File: config.mk
export PLATFORM = sky130hd
export DESIGN_NAME = bsra_lane
export DESIGN_NICKNAME = d
export VERILOG_FILES = /design/src/rtl/core/assert_macros.svh /design/src/rtl/core/bsra_pkg.sv /design/src/rtl/core/bsra_lane.sv
export SDC_FILE = /design/constraint.sdc
export NUM_CORES = 1
export LEC_CHECK = 0
export BUFFER_PORTS_ARGS = -buffer_cell sky130_fd_sc_hd__buf_4
export CAP_MARGIN = 10
export CELL_PAD_IN_SITES_DETAIL_PLACEMENT = 0
export CELL_PAD_IN_SITES_GLOBAL_PLACEMENT = 1
export CORE_AREA = 2 2 71 107
export DETAILED_ROUTE_END_ITERATION = 10
export DIE_AREA = 0 0 73 109
export PLACE_DENSITY = 0.93
export SYNTH_ARGS = -nofsm -noshare
export SYNTH_HDL_FRONTEND = slang
export SYNTH_SLANG_ARGS = --single-unit
File: constraint.sdc
create_clock -name vclk -period 17.4
set_clock_uncertainty 0.05 [all_clocks]
set_input_delay 2.61 -clock vclk [all_inputs]
set_output_delay 2.61 -clock vclk [all_outputs]
set_load 0.01 [all_outputs]
File: src/rtl/core/assert_macros.svh
// Assertion macros shared by the background subtraction RTL.
// Each macro samples on clock and is disabled while reset is high.
`ifndef ASSERT_MACROS_SVH
`define ASSERT_MACROS_SVH

// Checks a property that holds in the same cycle or spans cycles.
`define BSRA_ASSERT(label, prop, msg) \
   label: assert property (@(posedge clock) disable iff (reset) prop) \
      else $error(msg);

// Checks that a condition is followed by a result on the next cycle.
`define BSRA_ASSERT_NEXT(label, cond, result, msg) \
   label: assert property (@(posedge clock) disable iff (reset) cond |=> result) \
      else $error(msg);

`endif

File: src/rtl/core/bsra_pkg.sv
// Types and constants for the background subtraction core.
// No dependencies; imported by the request interface and every module.
package bsra_pkg;

   localparam int unsigned CHAN_W     = 8;
   localparam int unsigned NUM_LANES  = 3;
   localparam int unsigned THR_W      = 9;
   localparam int unsigned ALPHA_W    = 9;
   localparam int unsigned DIM_W      = 10;
   localparam int unsigned CSR_IDX_W  = 2;
   localparam int unsigned CSR_DATA_W = 10;
   localparam int unsigned BG_W       = NUM_LANES * CHAN_W;
   localparam int unsigned PROD_W     = CHAN_W + ALPHA_W + 3;

   localparam logic [ALPHA_W-1:0] ONE_Q8  = 9'd256;
   localparam logic [PROD_W-1:0]  HALF_Q8 = 20'd128;

   localparam logic [CSR_IDX_W-1:0] CSR_THRESHOLD = 2'd0;
   localparam logic [CSR_IDX_W-1:0] CSR_ALPHA     = 2'd1;
   localparam logic [CSR_IDX_W-1:0] CSR_WIDTH     = 2'd2;
   localparam logic [CSR_IDX_W-1:0] CSR_HEIGHT    = 2'd3;

   localparam logic [THR_W-1:0]   THRESHOLD_RESET = 9'd32;
   localparam logic [ALPHA_W-1:0] ALPHA_RESET     = 9'd240;
   localparam logic [DIM_W-1:0]   WIDTH_RESET     = 10'd512;
   localparam logic [DIM_W-1:0]   HEIGHT_RESET    = 10'd512;

   localparam logic MODE_LOAD    = 1'b0;
   localparam logic MODE_PROCESS = 1'b1;

   typedef logic [CHAN_W-1:0] chan_type;

   // Lane 2 is red, lane 1 green, lane 0 blue.
   typedef logic [NUM_LANES-1:0][CHAN_W-1:0] pixel_type;

   typedef struct packed {
      logic     exceed;
      chan_type blended;
   } lane_out_type;

endpackage

File: src/rtl/core/bsra_lane.sv
// One color lane: absolute difference test and background blend.
// Depends on bsra_pkg.
module bsra_lane import bsra_pkg::*; (
   input  chan_type             pix,
   input  chan_type             bg,
   input  logic [THR_W-1:0]     thr,
   input  logic [ALPHA_W-1:0]   alpha,
   output lane_out_type         res
);

   chan_type                  adiff;
   logic signed [PROD_W-1:0]  delta;
   logic signed [PROD_W-1:0]  prod;
   logic signed [PROD_W-1:0]  acc;

   // The blend is written as pix + alpha * (bg - pix) so one multiplier serves.
   always_comb begin
      adiff = (pix > bg) ? (pix - bg) : (bg - pix);
      delta = $signed(PROD_W'(bg)) - $signed(PROD_W'(pix));
      prod  = delta * $signed(PROD_W'(alpha));
      acc   = $signed({{(PROD_W-CHAN_W-8){1'b0}}, pix, 8'b0}) + prod + $signed(HALF_Q8);
      res.exceed  = ({1'b0, adiff} >= thr);
      res.blended = acc[CHAN_W+7:8];
   end

endmodule

==> results.py <==
metrics = {
    "detailed_routing": {
        "via_per_inst": 5.228,
        "ant_nets": 0,
        "drc": 0,
        "wl_per_cell_um": 14.20,
        "vias": 2724,
        "dr_wl_met3_um": 285,
        "drtPass1Iterations": 4,
        "dr_wl_met2_um": 4171,
        "drt_wl_total_um": 7398,
        "drt-initial-drc-count": 114,
        "top_layer_used": "met4",
        "met1Wirelength_um": 2801,
    },
    "floorplanning": {
        "die_area_um2": 7957,
        "die_width_um": 73,
        "boundaryPins": 43,
        "fp.dieH_um": 109,
        "coreArea_um2": 7084,
        "rows": 38,
        "initial_core_util_pct": 49.31,
    },
    "synth": {
        "synth.distinct_cells": 41,
        "syn_nets": 556,
        "yosysWarningCount": 0,
        "ys_seq_area_share_pct": 0,
        "synth_top_area_share_pct": 33.81,
        "syn_inst": 407,
        "synth_area_um2": 3493,
        "yosysTopAreaCell": "fa_1",
        "syn-mean-instance-area_um2": 8.583,
        "netlist_top_cells_area": "fa_1, ha_1, inv_1",
    },
    "cells_and_area": {
        "fill_cells": 653,
        "fin_cells": 521,
        "syn_to_final_growth_pct": 10.78,
        "final_util_pct": 54.63,
        "multi_input_area_um2": 3075,
        "seq_cells": 0,
        "regArea_um2": 0,
        "diodes": 0,
        "final_cell_mix": "inv_1, fa_1, ha_1",
        "nClkBuffers": 0,
        "final_common_cell": "inv_1",
        "fin_nets": 592,
        "drive_gt1_share_pct": 14.29,
    },
    "timing": {
        "tns_ns": 0,
        "finalMaxSlewViolations": 0,
        "max_freq_mhz": 86.56,
        "maxSlewHeadroom_pct": 40.39,
        "rsz0062_at_grt": "no",
        "finalSetupViolCount": 0,
        "final.period_utilization_pct": 66.39,
        "hold_slack_ns": 5.495,
        "fin_crit_ns": 11.55,
        "tightest_slew_ns": 0.8878,
        "final-hold-violation-count": 0,
    },
    "clock_network": {
        "ctsResizeCount": 0,
        "post_cts_buffers": 0,
        "hold_buffers": 0,
    },
    "global_route": {
        "grt_pass1_wl_um": 13100,
        "grt_max_degree": 11,
        "grt_usage_pct": 20.68,
        "grt_overflow": 0,
        "antenna_found_initial": 0,
        "grt_pass1_vias": 2885,
    },
    "status": {
        "outcome": "finished, final reports clean",
    },
    "critical_path": {
        "cp.required_ns": 14.74,
        "cp-end-kind": "primary output",
        "crit_arrival_ns": 8.89,
        "crit_fanout": 10,
        "worst_setup_path_start_kind": "input pin",
        "criticalPathCategory": "input pin to primary output",
    },
    "place": {
        "hpwlAfterDp_um": 6555,
        "portBuffers": 43,
        "placedCellCount": 521,
        "gp_congestion": 0.8709,
    },
    "flow_run": {
        "maxCapViolations": 0,
    },
    "min_path": {
        "min_path_type": "input pin to primary output",
    },
}
[cell families (layout without fill, tap and decap cells)]
group	Yosys count	count (layout)	share of synthesized area, %
AOI/OAI and AO/OA	47	47	10.17
xor gates and xnor gates	25	25	6.483
adders and majority gates	115	115	53.87
buffers and inverters	108	142	11.96
muxes	8	8	2.400
and+or+nand+nor	104	104	15.12
[through the flow]
stage	area [um^2]	worst slack, ns
after floorplan	3493	6.480
after global placement	3870	6.016
after detailed placement	3870	5.862
after CTS	3870	5.846
after global routing	3870	5.349
final	3870	5.848
[Yosys cell counts (3+ instances only)]
cell      count
inv_1        99
fa_1         59
ha_1         56
nand2_1      36
and2_1       26
xnor2_1      19
a21oi_1      17
nor2_1       16
a21o_1        8
nand2b_1      8
mux2i_1       5
xor2_1        5
and2_2        4
o21bai_1      4
buf_2         3
clkbuf_1      3
mux2_2        3
nor2b_1       3
o21ai_0       3
[worst max-delay path, cell delays in order]
cell and delay (ns):
buf_4 0.11, inv_1 0.06, ha_1 0.14, inv_1 0.04, fa_1 0.41, a21o_1 0.21, a21oi_2 0.27, o21bai_1 0.10
a21oi_1 0.18, xnor2_1 0.35, and2_1 0.25, fa_1 0.45, fa_1 0.52, fa_1 0.52, fa_1 0.54, inv_1 0.05
fa_1 0.53, inv_1 0.05, ha_1 0.34, and2_2 0.20, o21ai_0 0.19, o31ai_2 0.15, nand3_1 0.12, nand2_2 0.07
a21oi_2 0.15, xnor2_1 0.13, buf_4 0.14
[final cells by class]
type / count / area share (%)
well taps: 80 / 2.586
multi-input cells: 299 / 79.47
inverters: 99 / 9.602
repair buffers: 43 / 8.341
[path summary, 6_finish.rpt]
check                 startpoint      to  slack, ns  cells after the start
worst max-delay path       bg[0]  res[7]       5.85                     27
worst min-delay path      thr[8]  res[8]       5.49                      4
[per-layer routing]
layer | track usage [%] | up-vias
met4 | 3.307 | 0
met1 | 24.29 | 1324
met5 | 0 | -
met2 | 40.48 | 73
met3 | 1.479 | 12
li1 | - | 1315
Power is not shown: default switching activity piles up to over one toggle a cycle in this logic, so the estimate is an artifact.
