`src/rtl/core/assert_macros.svh`:
```
// Assertion macros shared by the background subtraction RTL.
// Each macro samples on clock and is disabled while reset is high.
`ifndef ASSERT_MACROS_SVH
`define ASSERT_MACROS_SVH

// Checks a property that holds in the same cycle or spans cycles.
`define BSRA_ASSERT(label, prop, msg) \
   label: assert property (@(posedge clock) disable iff (reset) prop) \
      else $error(msg);

// Checks that a condition is followed by a result on the next cycle.
`define BSRA_ASSERT_NEXT(label, cond, result, msg) \
   label: assert property (@(posedge clock) disable iff (reset) cond |=> result) \
      else $error(msg);

`endif

```
`src/rtl/core/bsra_pkg.sv`:
```
// Types and constants for the background subtraction core.
// No dependencies; imported by the request interface and every module.
package bsra_pkg;

   localparam int unsigned CHAN_W     = 8;
   localparam int unsigned NUM_LANES  = 3;
   localparam int unsigned THR_W      = 9;
   localparam int unsigned ALPHA_W    = 9;
   localparam int unsigned DIM_W      = 10;
   localparam int unsigned CSR_IDX_W  = 2;
   localparam int unsigned CSR_DATA_W = 10;
   localparam int unsigned BG_W       = NUM_LANES * CHAN_W;
   localparam int unsigned PROD_W     = CHAN_W + ALPHA_W + 3;

   localparam logic [ALPHA_W-1:0] ONE_Q8  = 9'd256;
   localparam logic [PROD_W-1:0]  HALF_Q8 = 20'd128;

   localparam logic [CSR_IDX_W-1:0] CSR_THRESHOLD = 2'd0;
   localparam logic [CSR_IDX_W-1:0] CSR_ALPHA     = 2'd1;
   localparam logic [CSR_IDX_W-1:0] CSR_WIDTH     = 2'd2;
   localparam logic [CSR_IDX_W-1:0] CSR_HEIGHT    = 2'd3;

   localparam logic [THR_W-1:0]   THRESHOLD_RESET = 9'd32;
   localparam logic [ALPHA_W-1:0] ALPHA_RESET     = 9'd240;
   localparam logic [DIM_W-1:0]   WIDTH_RESET     = 10'd512;
   localparam logic [DIM_W-1:0]   HEIGHT_RESET    = 10'd512;

   localparam logic MODE_LOAD    = 1'b0;
   localparam logic MODE_PROCESS = 1'b1;

   typedef logic [CHAN_W-1:0] chan_type;

   // Lane 2 is red, lane 1 green, lane 0 blue.
   typedef logic [NUM_LANES-1:0][CHAN_W-1:0] pixel_type;

   typedef struct packed {
      logic     exceed;
      chan_type blended;
   } lane_out_type;

endpackage

```
`src/rtl/core/bsra_merge.sv`:
```
// Merges the lane results into the mask bit and the background write word.
// Depends on bsra_pkg.
module bsra_merge import bsra_pkg::*; (
   input  logic                           mode,
   input  pixel_type                      pix,
   input  lane_out_type [NUM_LANES-1:0]   lanes,
   output logic                           fg,
   output logic                           wr_need,
   output pixel_type                      wr_data
);

   pixel_type blended;

   always_comb begin
      fg = 1'b0;
      for (int i = 0; i < NUM_LANES; i++) begin
         fg         = fg | lanes[i].exceed;
         blended[i] = lanes[i].blended;
      end
      if (mode == MODE_LOAD) begin
         wr_need = 1'b1;
         wr_data = pix;
      end else begin
         wr_need = !fg;
         wr_data = blended;
      end
   end

endmodule

```
`config.mk`:
```
export PLATFORM = sky130hd
export DESIGN_NAME = bsra_merge
export DESIGN_NICKNAME = d
export VERILOG_FILES = /design/src/rtl/core/assert_macros.svh /design/src/rtl/core/bsra_pkg.sv /design/src/rtl/core/bsra_merge.sv
export SDC_FILE = /design/constraint.sdc
export NUM_CORES = 1
export LEC_CHECK = 0
export ABC_AREA = 1
export BUFFER_PORTS_ARGS = -buffer_cell sky130_fd_sc_hd__buf_2
export CAP_MARGIN = 40
export CORE_MARGIN = 5
export CORE_UTILIZATION = 26
export DETAILED_ROUTE_END_ITERATION = 8
export PLACE_DENSITY = 0.93
export SKIP_LAST_GASP = 1
export SYNTH_ARGS = -nofsm -noshare
export SYNTH_HDL_FRONTEND = slang
export SYNTH_SLANG_ARGS = --single-unit
```
`constraint.sdc`:
```
create_clock -name vclk -period 0.8
set_input_delay 0.04 -clock vclk [all_inputs]
set_output_delay 0.04 -clock vclk [all_outputs]
set_load 0.02 [all_outputs]
```
==> impl_metrics.tcl, run 1 <==
set metrics [dict create \
    run_status "finished, final reports clean" \
    setup-violations-final 0 \
    period_minus_slack_ps 773 \
    grt_pass1_vias 692 \
    seqCellArea_um2 0 \
    p_clk_share_pct 0 \
    finalMaxSlewViolations 0 \
    drcViolationCount 0 \
    p_int_mw 0.217 \
    crit_cells 4 \
    period_share_pct 96.7 \
    cts_hold_buf 0 \
    final_common_cell "buf_2" \
    p_sw_mw 0.277 \
    hold_violations 0 \
    p_seq_share_pct 0 \
    antenna_left 0 \
    yosysSeqAreaShare_pct 0 \
    max-vdd-ir-drop_mv 0.365 \
    initial_core_util_pct 27.2 \
    slew_headroom_pct 87.3 \
    p_total_mw 0.494 \
    ios 78 \
    final_nets 210 \
    tightestPinTransition_ps 188 \
    via_count 725 \
    multi_input_area_um2 221 \
    dieArea_um2 2180 \
    holdPathStages 4 \
    antenna_found_initial 0 \
    path_max_fanout 29 \
    via_per_inst 4.24 \
    p_leak_nw 0.555 \
    synth_fp_nets 133 \
    grt_pass1_wl_um 2390 \
    cpPeakStageDelay_ps 200 \
    clockBufferCount 0 \
    final_area_um2 767 \
    powerDensity_nw_per_um2 645 \
    post_cts_resized 0 \
    swShare_pct 56.0 \
    maxCapViolCount 0 \
    antenna_cells 0 \
    end_kind "output pin" \
    syn_area_um2 349 \
    grt_max_degree 30 \
    final_cell_mix "buf_2, nand2_1, inv_1" \
    gp_congestion 0.700 \
    die_height_um 46.6 \
    placement.io_buffers 78 \
    fillers 125 \
    routed_wirelength_um 1620 \
    crit_buf_inv 3 \
    drive_gt1_share_pct 51.3 \
    critPathTopFamily "buffers and inverters" \
    first_iter_violations 5 \
    cp-start-kind "primary input" \
    combinationalPowerShare_pct 100.0 \
    fp.coreArea_um2 1280 \
    hold_class "in2out" \
    cp_cell_sequence "buf_2 -> buf_12 -> o21ai_0 -> buf_2" \
    gr-total-overflow 0 \
    grt_setup_unrepaired "no" \
    dr.pass1.iters 4 \
    dp_slack_ps 39.7 \
    critPathSlowestCell "o21ai_0" \
    crit_arrival_ps 730 \
    fin_ws_ps 26.6 \
    design.seq.count 0 \
    worstSetupPathType "in2out" \
    timing.hold.ws_ps 403 \
    ys_warn_count 0 \
    crit_required_ps 760 \
    crit_top_cell "buf_2" \
    dp_hpwl_um 1490 \
    syn_to_final_growth_pct 120 \
    fp.dieW_um 46.6 \
    gr-usage-all-layers_pct 14.1 \
    rows 13 \
    netlist_instances 81 \
    tns_ps 0 \
    synth_cell_type_count 8 \
    syn_area_per_cell_um2 4.31 \
    cts_setup_buffers 0 \
    dpl_cell_area_um2 764 \
    wire_per_inst_um 9.46 \
    max_freq_mhz 1290 \
]
-- per-stage QoR --
stage          util [%]  cells
5_1_grt            59.7    171
2_1_floorplan         -     81
6_report           59.7    171
3_3_place_gp       59.5    171
3_5_place_dp       59.5    171
4_1_cts            59.5    171
-- logic make-up (layout without fill, tap and decap cells) --
kind of cell | Yosys count | after routing | share of synthesized area (%)
and+or+nand+nor | 27 | 27 | 29.0
buffers and inverters | 30 | 105 | 36.6
AOI/OAI and AO/OA | 24 | 24 | 34.4
-- path summary, 6_finish.rpt --
kind,slack [ps],end,start
setup / recovery,30,wr_data[9],mode
hold / removal,400,wr_data[13],lanes[14]
-- worst min-delay path, cell delays in order --
cell and delay (ps):
buf_2 80, nand2_1 40, o21ai_1 60, buf_4 140
-- power groups by stage --
stage	clock, mW	sequential [mW]	combinational (mW)
floorplan	0	0	0.253
global placement	0	0	0.483
detailed placement	0	0	0.495
CTS	0	0	0.496
global route	0	0	0.541
finish	0	0	0.494
-- routing by layer --
layer	vias up	wire length, um	track usage (%)
met4	0	0	0
met3	0	245	1.17
met5	-	0	0
li1	387	-	-
met2	51	816	31.3
met1	287	554	14.3
-- cell type report --
class	count	share of cell area, %
Timing Repair Buffer	80	56.4
Multi-Input combinational cell	51	28.9
Tap cell	15	2.45
Inverter	25	12.2
-- synthesized netlist by cell type --
master	number	area share, %
buf_2	3	4.3
o21ai_0	22	32
buf_6	1	3.2
inv_1	25	27
buf_4	1	2.2
nor2_1	1	1.1
o21ai_1	2	2.9
nand2_1	26	28
(Power assumes the default switching activity.)
==> run 2: changes to the inputs <==
REMOVE_ABC_BUFFERS = 1   (was default)
==> impl_metrics.tcl, run 2 (synthesis results as in run 1) <==
set metrics [dict create \
    run_status "finished, final reports clean" \
    setup-violations-final 0 \
    placement.io_buffers 78 \
    gp_congestion 0.611 \
    powerDensity_nw_per_um2 641 \
    top_usage_layer "met2" \
    fp.dieW_um 46.6 \
    finalMaxSlewViolations 0 \
    dieArea_um2 2180 \
    grt_use_met3_pct 1.56 \
    final_common_cell "buf_2" \
    final_area_um2 764 \
    crit_required_ps 760 \
    critPathTopFamily "buffers and inverters" \
    ios 78 \
    rows 13 \
    grt_pass1_vias 578 \
    crit_start "mode" \
    grt_pass1_wl_um 2100 \
    dr.pass1.iters 2 \
    hold_class "in2out" \
    slew_headroom_pct 90.3 \
    design.seq.count 0 \
    antenna_cells 0 \
    antenna_found_initial 0 \
    die_height_um 46.6 \
    cp_cell_sequence "buf_2 -> buf_12 -> o21ai_0 -> buf_2" \
    seqCellArea_um2 0 \
    maxCapViolCount 0 \
    critPathSlowestCell "buf_2" \
    cts_hold_buf 0 \
    crit_top_cell "buf_2" \
    drive_gt1_share_pct 51.3 \
    period_share_pct 90.8 \
    cpPeakStageDelay_ps 190 \
    grt.met1_usage_pct 10.0 \
    dp_hpwl_um 1510 \
    grt_util_met2_pct 31.0 \
    end_kind "output pin" \
    final_nets 210 \
    antenna_left 0 \
    via_per_inst 4.35 \
    gr-total-overflow 0 \
    routed_wirelength_um 1630 \
    syn_to_final_growth_pct 119 \
    hold_start "lanes[24]" \
    grt_setup_unrepaired "no" \
    initial_core_util_pct 27.2 \
    max_freq_mhz 1380 \
    clockBufferCount 0 \
    via_count 744 \
    p_total_mw 0.490 \
    drcViolationCount 0 \
    p_leak_nw 0.554 \
    path_max_fanout 26 \
    max-vdd-ir-drop_mv 0.258 \
    crit_buf_inv 3 \
    first_iter_violations 2 \
    hold_violations 0 \
    period_minus_slack_ps 726 \
    fillers 138 \
    tightestPinTransition_ps 145 \
    final_cell_mix "buf_2, nand2_1, inv_1" \
    dpl_cell_area_um2 764 \
    crit_arrival_ps 690 \
    gr-usage-all-layers_pct 12.6 \
    worstSetupPathType "in2out" \
    grt_max_degree 27 \
    fp.coreArea_um2 1280 \
    cp-start-kind "primary input" \
    tns_ps 0 \
    wire_per_inst_um 9.50 \
]
run 2: cell types whose count changed in the layout (fill, tap and decap cells not counted):
cell,delta
buf_2,+1
buf_4,-1
run 2: power by group:
| part | leakage, nW | internal (mW) | total [mW] | switching, mW |
|---|---|---|---|---|
| Sequential | 0 | 0 | 0 | 0 |
| Clock | 0 | 0 | 0 | 0 |
| Combinational | 0.554 | 0.215 | 0.490 | 0.275 |
run 2: timing repair:
action | 4_1_cts | 5_1_grt
setup buffers | 0 | 0
setup endpoints to repair | 0 | 1
resized for setup | 0 | 1
run 2: final timing paths:
path          end  cells past startpoint
min   wr_data[22]                      4
max    wr_data[2]                      4
run 2: layout make-up:
cell class         instances  area, um2  share of cell area, %
multi-input cells         51        221                   29.0
inverters                 25       93.8                   12.3
well taps                 15       18.8                   2.45
repair buffers            80        430                   56.3
run 2: per-layer routing:
layer  share of wire, %  routed length, um  vias to the layer above
met5                  0                  0                        -
met4                  0                  0                        0
met3                 17                284                        0
met2                 54                871                       45
met1                 29                468                      312
li1                   -                  -                      387
run 2: tightest hold or removal path: cells and delay by family:
kind / cells / cell delay [ps]
simple gates: 1 / 30
buf+inv: 2 / 230
compound gates: 1 / 50
run 2: per-stage QoR:
step	instances	hold slack, ps	setup WS (ps)	util [%]
6_report	171	402	73.7	59.5
5_1_grt	171	422	2.03	59.5
4_1_cts	171	409	74.2	59.5
3_5_place_dp	171	408	81.4	59.5
3_3_place_gp	171	399	101	59.5
2_1_floorplan	76	202	225	-
==> run 3: changes to the inputs <==
==> constraint.sdc (replaced) <==
create_clock -name vclk -period 0.8
set_input_delay 0.04 -clock vclk [all_inputs]
set_output_delay 0.04 -clock vclk [all_outputs]
set_load 0.005 [all_outputs]
==> impl_metrics.tcl, run 3 (synthesis results as in run 1) <==
set metrics [dict create \
    run_status "finished, final reports clean" \
    ios 78 \
    crit_arrival_ps 640 \
    routed_wirelength_um 1520 \
    drive_gt1_share_pct 51.0 \
    tns_ps 0 \
    dp_slack_ps 132 \
    dp_hpwl_um 1340 \
    cp-start-kind "primary input" \
    p_total_mw 0.356 \
    final_nets 209 \
    powerDensity_nw_per_um2 478 \
    period_minus_slack_ps 676 \
    cts_hold_buf 0 \
    seqCellArea_um2 0 \
    wire_per_inst_um 8.94 \
    maxCapViolCount 0 \
    hold_class "in2out" \
    period_share_pct 84.4 \
    timing.hold.ws_ps 350 \
    tightestPinTransition_ps 163 \
    setup-violations-final 0 \
    finalMaxSlewViolations 0 \
    drcViolationCount 0 \
    fin_cells 170 \
    dp.cells 170 \
    dieArea_um2 2180 \
    placement.io_buffers 78 \
    initial_core_util_pct 27.2 \
    grt_max_degree 50 \
    final_common_cell "buf_2" \
    design.seq.count 0 \
    slew_headroom_pct 89.1 \
    antenna_left 0 \
    grt_pass1_vias 561 \
    grt_setup_unrepaired "no" \
    dpl_cell_area_um2 744 \
    p_leak_nw 0.545 \
    clockBufferCount 0 \
    via_count 707 \
    post_cts_resized 0 \
    path_max_fanout 49 \
    max-vdd-ir-drop_mv 0.194 \
    cts_setup_buffers 0 \
    antenna_cells 0 \
    antenna_found_initial 0 \
    dr.pass1.iters 2 \
    end_kind "output pin" \
    grt_pass1_wl_um 2040 \
    worstSetupPathType "in2out" \
    crit_required_ps 760 \
    gr-usage-all-layers_pct 11.8 \
    first_iter_violations 1 \
    utilization_pct 57.9 \
    fin_ws_ps 124 \
    max_freq_mhz 1480 \
    hold_violations 0 \
    die_height_um 46.6 \
    final_cell_mix "buf_2, nand2_1, inv_1" \
    syn_to_final_growth_pct 113 \
    via_per_inst 4.16 \
    fp.coreArea_um2 1280 \
    fp.dieW_um 46.6 \
    rows 13 \
    final_area_um2 744 \
    gr-total-overflow 0 \
    gp_congestion 0.602 \
]
## run 3: changes by cell type in the layout (fill, tap and decap cells not counted)
cell	change
o21ai_0	+1
o21ai_1	-1
buf_12	-1
## run 3: final cells by class
type                       instances  area [um2]
inverter                          25        93.8
multi-input combinational         51         221
timing repair buffer              79         410
fill                             145         541
tap                               15        18.8
## run 3: final timing paths
kind,start,end,slack (ps),cells after the start
max,mode,wr_data[6],120,4
min,lanes[4],wr_data[4],350,4
## run 3: critical path: stages
cell and delay [ps]:
buf_2 110, buf_12 160, o21ai_0 170, buf_2 140
## run 3: routing by layer
layer  GRT usage [%]  part of all wire [%]  vias up
met5               0                     0        -
met2            24.2                    50       45
met3            1.95                    20        0
met1            13.2                    30      277
met4               0                     0        0
li1                -                     -      385
## run 3: power by group
group	internal (mW)	total, mW	switching [mW]
clock	0	0	0
sequential	0	0	0
combinational	0.202	0.356	0.154
